### src/hdl/rctt_pkg.sv
// ----------------------------------------------------------------------------
// rctt_pkg
// Types and codes shared by the reference-counted timer table and its checker.
// ----------------------------------------------------------------------------
package rctt_pkg;

  // command codes
  localparam logic [2:0] CMD_TICK     = 3'd0;
  localparam logic [2:0] CMD_ADD_ONCE = 3'd1;
  localparam logic [2:0] CMD_ADD_HELD = 3'd2;
  localparam logic [2:0] CMD_RELEASE  = 3'd3;
  localparam logic [2:0] CMD_CANCEL   = 3'd4;

  // result kinds
  localparam logic [1:0] KIND_ADD   = 2'd0;
  localparam logic [1:0] KIND_FIRED = 2'd1;
  localparam logic [1:0] KIND_TICK  = 2'd2;
  localparam logic [1:0] KIND_REL   = 2'd3;

  // status codes
  localparam logic [2:0] ST_OK      = 3'd0;
  localparam logic [2:0] ST_FULL    = 3'd1;
  localparam logic [2:0] ST_WRAP    = 3'd2;
  localparam logic [2:0] ST_NOTLIVE = 3'd3;
  localparam logic [2:0] ST_NOHOLD  = 3'd4;

  // tick step after reset
  localparam logic [9:0] TICK_STEP_RESET = 10'd10;

  // one input item
  typedef struct packed {
    logic [2:0]  command;
    logic [31:0] delay;
    logic [15:0] tag;
    logic [5:0]  slot;
  } cmd_t;

  // one result item
  typedef struct packed {
    logic [1:0]  kind;
    logic [2:0]  status;
    logic [5:0]  result_slot;
    logic [15:0] fired_tag;
    logic [31:0] now;
    logic        last;
  } result_t;

  // stored timer entry
  typedef struct packed {
    logic [31:0] expiry;
    logic [15:0] tag;
  } entry_t;

endpackage

### src/hdl/reference_counted_timer_table.sv
// ----------------------------------------------------------------------------
// reference_counted_timer_table
// Timer slot table with a wrapping clock, one-shot and held timers, and a
// slot-by-slot expiry scan on every tick.
// ----------------------------------------------------------------------------
//  channel   direction  handshake              payload
//  cfg       in         cfg_write              cfg_data (tick step)
//  in        in         in_valid / in_stall    in_data  (rctt_pkg::cmd_t)
//  out       out        out_valid / out_stall  out_data (rctt_pkg::result_t)
//
//  One item at a time. A tick scans one slot of the expiry store per cycle
//  through its single read port, and the scan holds on a firing slot for as
//  long as out_stall holds back a pending result.
//  An add searches the slots in order for a free one, and release and
//  cancel answer from S_REL. Unknown commands are dropped in the cycle they arrive.
//  rst is synchronous; the output register keeps its result while stalled.
// ----------------------------------------------------------------------------
module reference_counted_timer_table #(
  parameter int SLOTS = 16
) (
  input  logic               clk,
  input  logic               rst,
  input  logic               cfg_write,
  input  logic [9:0]         cfg_data,
  input  logic               in_valid,
  output logic               in_stall,
  input  rctt_pkg::cmd_t     in_data,
  output logic               out_valid,
  input  logic               out_stall,
  output rctt_pkg::result_t  out_data
);

  localparam int IW = $clog2(SLOTS);
  localparam logic [IW-1:0] LAST_IDX = IW'(SLOTS - 1);
  localparam logic [5:0] SLOTS_W = 6'(SLOTS);

  localparam logic [2:0] S_IDLE = 3'd0;
  localparam logic [2:0] S_STEP = 3'd1;
  localparam logic [2:0] S_SCAN = 3'd2;
  localparam logic [2:0] S_DONE = 3'd3;
  localparam logic [2:0] S_FIND = 3'd4;
  localparam logic [2:0] S_REL  = 3'd5;

  logic [2:0]        state, state_next;
  rctt_pkg::cmd_t    cmd;
  logic [31:0]       clock_value, clock_value_next;
  logic [9:0]        tick_step;
  logic [IW-1:0]     idx, idx_next;
  logic [SLOTS-1:0]  live, live_next;
  logic [SLOTS-1:0]  held, held_next;
  logic [SLOTS-1:0]  done, done_next;

  logic              accept;
  logic              out_free;
  logic              emit;
  rctt_pkg::result_t res;
  logic [32:0]       sum;
  logic [IW-1:0]     rel_idx;
  logic              rel_ok;
  logic              fire;
  logic              wr_en;
  rctt_pkg::entry_t  wr_data;
  rctt_pkg::entry_t  rd_data;

  // expiry and tag store, read ahead at the next scan index
  rctt_timer_mem #(
    .SLOTS (SLOTS)
  ) u_mem (
    .clk     (clk),
    .wr_en   (wr_en),
    .wr_addr (idx),
    .wr_data (wr_data),
    .rd_addr (idx_next),
    .rd_data (rd_data)
  );

  // handshakes
  assign in_stall = rst || (state != S_IDLE);
  assign accept   = in_valid && !in_stall;
  assign out_free = !out_valid || !out_stall;

  // shared adder: clock plus step on a tick, clock plus delay on an add
  assign sum = {1'b0, clock_value} +
               ((cmd.command == rctt_pkg::CMD_TICK) ? {23'd0, tick_step}
                                                   : {1'b0, cmd.delay});

  // release and cancel target
  assign rel_idx = cmd.slot[IW-1:0];
  assign rel_ok  = (cmd.slot < SLOTS_W) && live[rel_idx];

  // expiry compare for the slot under scan
  assign fire = live[idx] && !done[idx] && (rd_data.expiry < clock_value);

  assign wr_data.expiry = sum[31:0];
  assign wr_data.tag    = cmd.tag;

  // sequencer
  always_comb begin
    state_next       = state;
    idx_next         = idx;
    clock_value_next = clock_value;
    live_next        = live;
    held_next        = held;
    done_next        = done;
    emit             = 1'b0;
    wr_en            = 1'b0;
    res              = '0;
    res.now          = clock_value;
    res.last         = 1'b1;

    unique case (state)
      S_IDLE: begin
        if (accept) begin
          case (in_data.command) inside
            rctt_pkg::CMD_TICK: begin
              state_next = S_STEP;
            end
            rctt_pkg::CMD_ADD_ONCE, rctt_pkg::CMD_ADD_HELD: begin
              state_next = S_FIND;
              idx_next   = '0;
            end
            rctt_pkg::CMD_RELEASE, rctt_pkg::CMD_CANCEL: begin
              state_next = S_REL;
            end
            default: begin
              state_next = S_IDLE;
            end
          endcase
        end
      end

      S_STEP: begin
        clock_value_next = sum[31:0];
        idx_next         = '0;
        state_next       = S_SCAN;
      end

      S_SCAN: begin
        if (fire && !out_free) begin
          idx_next = idx;
        end else begin
          if (fire) begin
            emit            = 1'b1;
            res.kind        = rctt_pkg::KIND_FIRED;
            res.result_slot = 6'(idx);
            res.fired_tag   = rd_data.tag;
            res.last        = 1'b0;
            done_next[idx]  = 1'b1;
          end
          if (live[idx] && (fire || done[idx]) && !held[idx]) begin
            live_next[idx] = 1'b0;
          end
          if (idx == LAST_IDX) begin
            state_next = S_DONE;
          end else begin
            idx_next = idx + IW'(1);
          end
        end
      end

      S_DONE: begin
        if (out_free) begin
          emit       = 1'b1;
          res.kind   = rctt_pkg::KIND_TICK;
          state_next = S_IDLE;
        end
      end

      S_FIND: begin
        if (!live[idx]) begin
          if (out_free) begin
            wr_en          = 1'b1;
            live_next[idx] = 1'b1;
            held_next[idx] = (cmd.command == rctt_pkg::CMD_ADD_HELD);
            done_next[idx] = 1'b0;
            emit            = 1'b1;
            res.kind        = rctt_pkg::KIND_ADD;
            res.status      = sum[32] ? rctt_pkg::ST_WRAP : rctt_pkg::ST_OK;
            res.result_slot = 6'(idx);
            state_next      = S_IDLE;
          end
        end else if (idx == LAST_IDX) begin
          if (out_free) begin
            emit       = 1'b1;
            res.kind   = rctt_pkg::KIND_ADD;
            res.status = rctt_pkg::ST_FULL;
            state_next = S_IDLE;
          end
        end else begin
          idx_next = idx + IW'(1);
        end
      end

      S_REL: begin
        if (out_free) begin
          emit            = 1'b1;
          res.kind        = rctt_pkg::KIND_REL;
          res.result_slot = cmd.slot;
          state_next      = S_IDLE;
          if (!rel_ok) begin
            res.status = rctt_pkg::ST_NOTLIVE;
          end else begin
            res.status         = held[rel_idx] ? rctt_pkg::ST_OK : rctt_pkg::ST_NOHOLD;
            held_next[rel_idx] = 1'b0;
            if (cmd.command == rctt_pkg::CMD_CANCEL) begin
              done_next[rel_idx] = 1'b1;
            end
          end
        end
      end

      default: begin
        state_next = S_IDLE;
      end
    endcase
  end

  // control state
  always_ff @(posedge clk) begin
    if (rst) begin
      state       <= S_IDLE;
      idx         <= '0;
      clock_value <= '0;
      tick_step   <= rctt_pkg::TICK_STEP_RESET;
      live        <= '0;
      held        <= '0;
      done        <= '0;
      out_valid   <= 1'b0;
    end else begin
      state       <= state_next;
      idx         <= idx_next;
      clock_value <= clock_value_next;
      live        <= live_next;
      held        <= held_next;
      done        <= done_next;
      if (cfg_write) begin
        tick_step <= cfg_data;
      end
      if (emit) begin
        out_valid <= 1'b1;
      end else if (!out_stall) begin
        out_valid <= 1'b0;
      end
    end
  end

  // payload registers
  always_ff @(posedge clk) begin
    if (accept) begin
      cmd <= in_data;
    end
    if (emit) begin
      out_data <= res;
    end
  end

endmodule

### src/hdl/rctt_timer_mem.sv
// ----------------------------------------------------------------------------
// rctt_timer_mem
// Expiry and tag store, one write port and one registered read port.
// ----------------------------------------------------------------------------
module rctt_timer_mem #(
  parameter int SLOTS = 16
) (
  input  logic                         clk,
  input  logic                         wr_en,
  input  logic [$clog2(SLOTS)-1:0]     wr_addr,
  input  rctt_pkg::entry_t             wr_data,
  input  logic [$clog2(SLOTS)-1:0]     rd_addr,
  output rctt_pkg::entry_t             rd_data
);

  rctt_pkg::entry_t mem [SLOTS];

  // write port
  always_ff @(posedge clk) begin
    if (wr_en) begin
      mem[wr_addr] <= wr_data;
    end
  end

  // registered read port
  always_ff @(posedge clk) begin
    rd_data <= mem[rd_addr];
  end

endmodule

### config.mk
export PLATFORM = sky130hd
export DESIGN_NAME = reference_counted_timer_table
export DESIGN_NICKNAME = d
export VERILOG_FILES = /design/src/hdl/rctt_pkg.sv /design/src/hdl/reference_counted_timer_table.sv /design/src/hdl/rctt_timer_mem.sv
export SDC_FILE = /design/constraint.sdc
export NUM_CORES = 1
export LEC_CHECK = 0
export BUFFER_PORTS_ARGS = -buffer_cell sky130_fd_sc_hd__buf_2
export CORE_MARGIN = 3
export CORE_UTILIZATION = 60
export CTS_CLUSTER_DIAMETER = 60
export DETAILED_ROUTE_END_ITERATION = 10
export PLACE_DENSITY = 0.86
export SYNTH_ARGS = -nofsm -noshare
export SYNTH_HDL_FRONTEND = slang
export SYNTH_SLANG_ARGS = --single-unit
### constraint.sdc
create_clock -name clk -period 19.67 [get_ports clk]
set_input_delay 1.967 -clock clk [delete_from_list [all_inputs] [get_ports clk]]
set_output_delay 1.967 -clock clk [all_outputs]
set_load 0.03 [all_outputs]
Word-level counts from Yosys, hierarchy flattened

Memories as Yosys holds them, arrays and structs flattened. A register that Yosys moved wholly into a read port is not among the register bits.
Cells that the tools add are included.

Register bits after elaboration: 215
Bits in writable memories: 768
Memories: 1
Input bits: 72
Word-level logic and storage cells: 176
Output and inout bits: 62

Bitwise gates (word level): 10
Add/subtract/negate cells: 2
Order comparisons: 6
Reductions and logical operators: 34
Multiplexer cells: 81
Eq/ne operators: 24

Memory list:

| name      | depth | width | rd ports | clocked after memory_dff | write ports | line                 | source |
|---|---|---|---|---|---|---|---|
| u_mem.mem | 16    | 48    | 1        | 1                        | 1           | rctt_timer_mem.sv:16 | `rctt_pkg::entry_t mem [SLOTS];` |

Operators with widths:

| cell                                                                  | number |
|---|---|
| 16-bit two-way mux                                                    | 15 |
| 16-bit one-hot mux with 2 select lines                                | 2 |
| 16-bit AND                                                            | 3 |
| 16-bit OR                                                             | 3 |
| 16-bit one-hot mux with 3 select lines                                | 1 |
| 20-bit two-way mux                                                    | 2 |
| 32-bit by 32-bit adder with 33-bit output                             | 1 |
| 3-bit two-way mux                                                     | 11 |
| 32-bit < comparator                                                   | 1 |
| 32-bit two-way mux                                                    | 1 |
| 16-bit inverter                                                       | 2 |
| 4-bit two-way mux                                                     | 6 |
| 1-bit two-way mux                                                     | 22 |
| 1-bit binary-select mux with 4-bit select                             | 5 |
| 2-bit inequality test (second input constant)                         | 10 |
| 6-bit one-hot mux with 3 select lines                                 | 1 |
| 16-bit bitwise mux                                                    | 1 |
| 4-bit one-hot mux with 4 select lines                                 | 1 |
| 3-bit by 2-bit == test with 1-bit output (second input constant)      | 5 |
| 3-bit one-hot mux with 5 select lines                                 | 1 |
| 3-bit == test (second input constant)                                 | 4 |
| 11-bit two-way mux                                                    | 1 |
| 4-bit by 5-bit < comparator with 1-bit output (second input constant) | 2 |
| 5-bit two-way mux                                                     | 2 |
| other kinds (26)                                                      | 54 |

Longest topological paths before layout

Word-level depth: 11
Depth in mapped cells: 17
Gate-level depth less buffers: 16

Hierarchy

A second synthesis with hierarchy kept.

Cell total of the unflattened synthesis: 2334
Area total of the unflattened synthesis: 41069.4 sq um

Modules (own cells, without submodules):

| module                        | area an instance (sq um) | sequential area each (sq um) | cells each | instances |
|---|---|---|---|---|
| rctt_timer_mem                | 29694.7                  | 24023.0                      | 1242       | 1 |
| reference_counted_timer_table | 11374.7                  | 5475.3                       | 1092       | 1 |

Worst setup path before layout

No wires, ideal clock.

Kind: input -> register
From: input rst
To: register cmd[0] (netlist name), enable pin
Path slack: 11.354 ns
Arrival: 7.704 ns
Stages: 3
Buffers on the path: 1
Cells stage by stage: clkbuf_1 > nand2b_1 > nor4_1

Word-level cells in the longest chain between the ends: 3

Ends and longest elaborated chain:

| element                | line                                 | source |
|---|---|---|
| start: declaration     | reference_counted_timer_table.sv:22  | `input logic rst,` |
| 1-bit logical OR       | reference_counted_timer_table.sv:78  | `assign in_stall = rst \|\| (state != S_IDLE);` |
| 1-bit zero test        | reference_counted_timer_table.sv:79  | `assign accept = in_valid && !in_stall;` |
| 1-bit logical AND      | reference_counted_timer_table.sv:79  |  |
| net accept             | reference_counted_timer_table.sv:53  | `logic accept;` |
| end signal: assignment | reference_counted_timer_table.sv:250 | `cmd <= in_data;` |
| end: declaration       | reference_counted_timer_table.sv:45  | `rctt_pkg::cmd_t cmd;` |

The timed path passes the listed nets, and every way through them passes these cells.
A chain may end at the register's enable or synchronous reset.

Final worst setup path

From: register clock_value[29]
To: register u_mem.rd_data[9] (netlist name)

Word-level cells in the longest chain between the ends: 5

Ends and longest elaborated chain:

| element                               | line                                 | source |
|---|---|---|
| start: declaration                    | reference_counted_timer_table.sv:46  | `logic [31:0] clock_value, clock_value_next;` |
| start signal: assignment              | reference_counted_timer_table.sv:232 | `clock_value <= clock_value_next;` |
| 32-bit < comparator                   | reference_counted_timer_table.sv:92  | `assign fire = live[idx] && !done[idx] && (rd_data.expiry < clock_value);` |
| 1-bit logical AND                     | reference_counted_timer_table.sv:92  |  |
| 1-bit logical AND                     | reference_counted_timer_table.sv:139 | `if (fire && !out_free) begin` |
| 4-bit two-way mux                     | reference_counted_timer_table.sv:139 |  |
| 4-bit one-hot mux with 4 select lines | reference_counted_timer_table.sv:111 | `unique case (state)` |

No other way between the ends.

==> qor.yml <==
status: "finished with violations"
violations: "capacitance limit, slew limit"
tns_ns: 0
final_common_cell: "edfxtp_1"
wirelength_um: 103100
synth_edf_count: 885
core-area_um2: 70510
syn_area_um2: 42930
setup_violations: 0
vias: 25600
layout_common_cells: "edfxtp_1, mux2i_1, nand2_1"
synth_cells: 2869
io-pin-count: 134
syn_avg_cell_area_um2: 14.96
p_leak_nw: 18.42
fin_crit_sh: 0.3334
endpoint_kind: "flip-flop"
yosys_register_bits: 1031
yosys_warnings: 0
fin_crit_ns: 6.557
powerDensity_nw_per_um2: 137.8
synth_nets: 3009
area_growth_pct: 11.56
synth_compound_area_frac: 0.07572
rsz0062_at_grt: "false"
cts_setup_buffers: 0
die_area_um2: 74800
worstHoldPathType: "reg2reg"
synth_top_area_cell: "edfxtp_1"
ant_nets: 0
crit_fanout: 164
insertedDiodeCount: 0
slew_headroom: -0.04623
synth_cell_types: 78
synth_top_flop_cell: "edfxtp_1"
grt_start_max_net_pins: 200
synthAdderAreaFrac: 0.01999
std_cell_rows: 97
clock_latency_ns: 0.66
netlist.area_leader.share: 0.6190
startpoint_type: "flip-flop"
ff_latch_area_um2: 29500
cts_tree: "built"
cts.sinks: 1031
die_w_um: 273.5
ir_drop_uv: 206.5
path_class: "reg2reg"
synth_top_family_by_area: "multiplexers"
clockBufferDepth: 3
worst_pin_slew_ns: 1.564
grt_pass1_vias: 25860
cts_root_buffer: "clkbuf_16"
maxSlewViolCount: 18
antenna_found_initial: 0
dpl_worst_slack_ns: 12.95
synth-simple-area-share: 0.06275
fmax_ghz: 0.1525
hold_viol: 0
synthArstFlopShare: 0
clk_pin_slew_ns: 0.06
grt_use_total: 0.2733
timing.final.ws_setup_ns: 13.11
dp_hpwl_um: 54670
start_util: 0.6088
first_iter_violations: 2838
muxShareOfSynthArea: 0.1222
drv_cap: 1
drc_errors: 0
final_core_util: 0.6792
worstPathRequired_ns: 20.14
synth_xor_area_frac: 0.006324
nNetsFinal: 3137
drive_gt1_frac: 0.1864
cts_buffers: 101
drt-wirelength-per-cell_um: 25.62
finalClockSkew_ns: 0.02082
place_congestion: 0.9233
cts.repair.resized: 0
grt_pass1_wl_um: 154300
multi_input_area_um2: 12520
cp.arrival_ns: 7.03
cts_hold_buf: 0
avgViaCountPerCell: 6.361
grt-ovfl-total: 0
firstDrtPassIters: 6
seq_area_frac_synth: 0.6871
die_h_um: 273.5
synth_top_cells_by_area: "edfxtp_1, mux2i_1, dfxtp_1, mux2_2, nand2_1"
num-fill-cells: 4380
port_buffers: 133
htreeDepth: 3
## registers in the layout, summed over array words and instances, names as in the netlist, named ones only
name and count:
u_mem.mem 768, out_data 60, cmd 57, u_mem.rd_data 48, clock_value 32, done 16
held 16, tick_step 10, idx 4, state 3, out_valid 1
## stage by stage
step / hold slack (ns) / power [mW] / instances / instance area (um2)
2_1_floorplan: 0.4355 / 4.148 / 2869 / 42930
3_3_place_gp: 0.4502 / 4.535 / 3831 / 44390
3_5_place_dp: 0.4604 / 4.628 / 3831 / 44390
4_1_cts: 0.4753 / 6.587 / 4021 / 47830
5_1_grt: 0.4888 / 6.865 / 4024 / 47890
6_report: 0.4758 / 6.602 / 4024 / 47890
## power by group
group	leakage, nW	total [mW]	switching, mW	internal (mW)
registers	9.20	2.87	0.110	2.76
logic	7.52	1.77	1.20	0.568
clock network	1.69	1.96	0.814	1.15
total	18.4	6.60	2.13	4.48
## final cells by class
cell class / instances / share of cell area
flip-flops and latches: 1031 / 0.6159
multi-input cells: 1630 / 0.2615
clock buffers: 137 / 0.06076
well taps: 940 / 0.02456
repair buffers: 185 / 0.02262
clock inverters: 53 / 0.01092
inverters: 48 / 0.003762
## critical path: stages (launching register included)
cell      delay (ns)
dfxtp_1         0.44
inv_1           0.09
ha_1            0.31
nand4_1         0.11
or3_1           0.53
a2111o_1        0.36
a221oi_2        0.58
nor3_2          0.16
a31o_2          0.28
a21oi_4         0.64
buf_12          0.81
buf_4           0.99
mux2i_1         0.30
nor2_1          0.06
o32ai_1         0.42
a221oi_2        0.07
## kinds of logic (layout without fill, tap and decap cells)
| kind of cell | count (synthesis) | after routing |
|---|---|---|
| xor+xnor | 31 | 31 |
| simple gates | 604 | 604 |
| compound gates | 446 | 446 |
| flops | 1031 | 1031 |
| fa+ha+maj | 68 | 68 |
| mux | 481 | 481 |
| buf+inv | 208 | 423 |
## routing by layer
metal / track usage / vias up / wire length (um)
met5: 0 / - / 0
met1: 0.3526 / 12770 / 39190
met3: 0.04251 / 276 / 8703
met4: 0.1160 / 0 / 3975
met2: 0.4638 / 1381 / 51230
li1: - / 11170 / -
## final timing paths
check                       start  depth (start not counted)          endpoint  slack, ns
setup / recovery  clock_value[29]                         15  u_mem.rd_data[9]      13.11
hold / removal     clock_value[7]                          0       out_data[8]       0.48
setup reg to reg  clock_value[29]                         15  u_mem.rd_data[9]      13.11
hold reg to reg    clock_value[7]                          0       out_data[8]       0.48
## cells in the mapped netlist, types with 5 or more instances
cell and number:
nand2_1 231, nor2_1 204, edfxtp_1 885, o21bai_1 5, nor2b_1 33, mux2_2 106, xnor2_1 23, nand4_1 5
nand2b_1 12, and2_1 22, a22o_1 6, and3_1 15, nor3_1 14, ha_1 67, clkbuf_1 75, o32ai_1 37
nand3_1 28, o32ai_2 11, mux2i_1 351, or4_1 7, buf_4 22, dfxtp_1 146, a211oi_1 11, o21ai_0 150
xor2_1 8, or3_1 7, inv_1 48, mux4_2 23, a221oi_1 12, o21a_1 6, a21o_1 17, a21oi_1 98
a32oi_1 13, buf_6 27, buf_2 33, a221oi_2 37
Power figures use the tool's default switching activity.
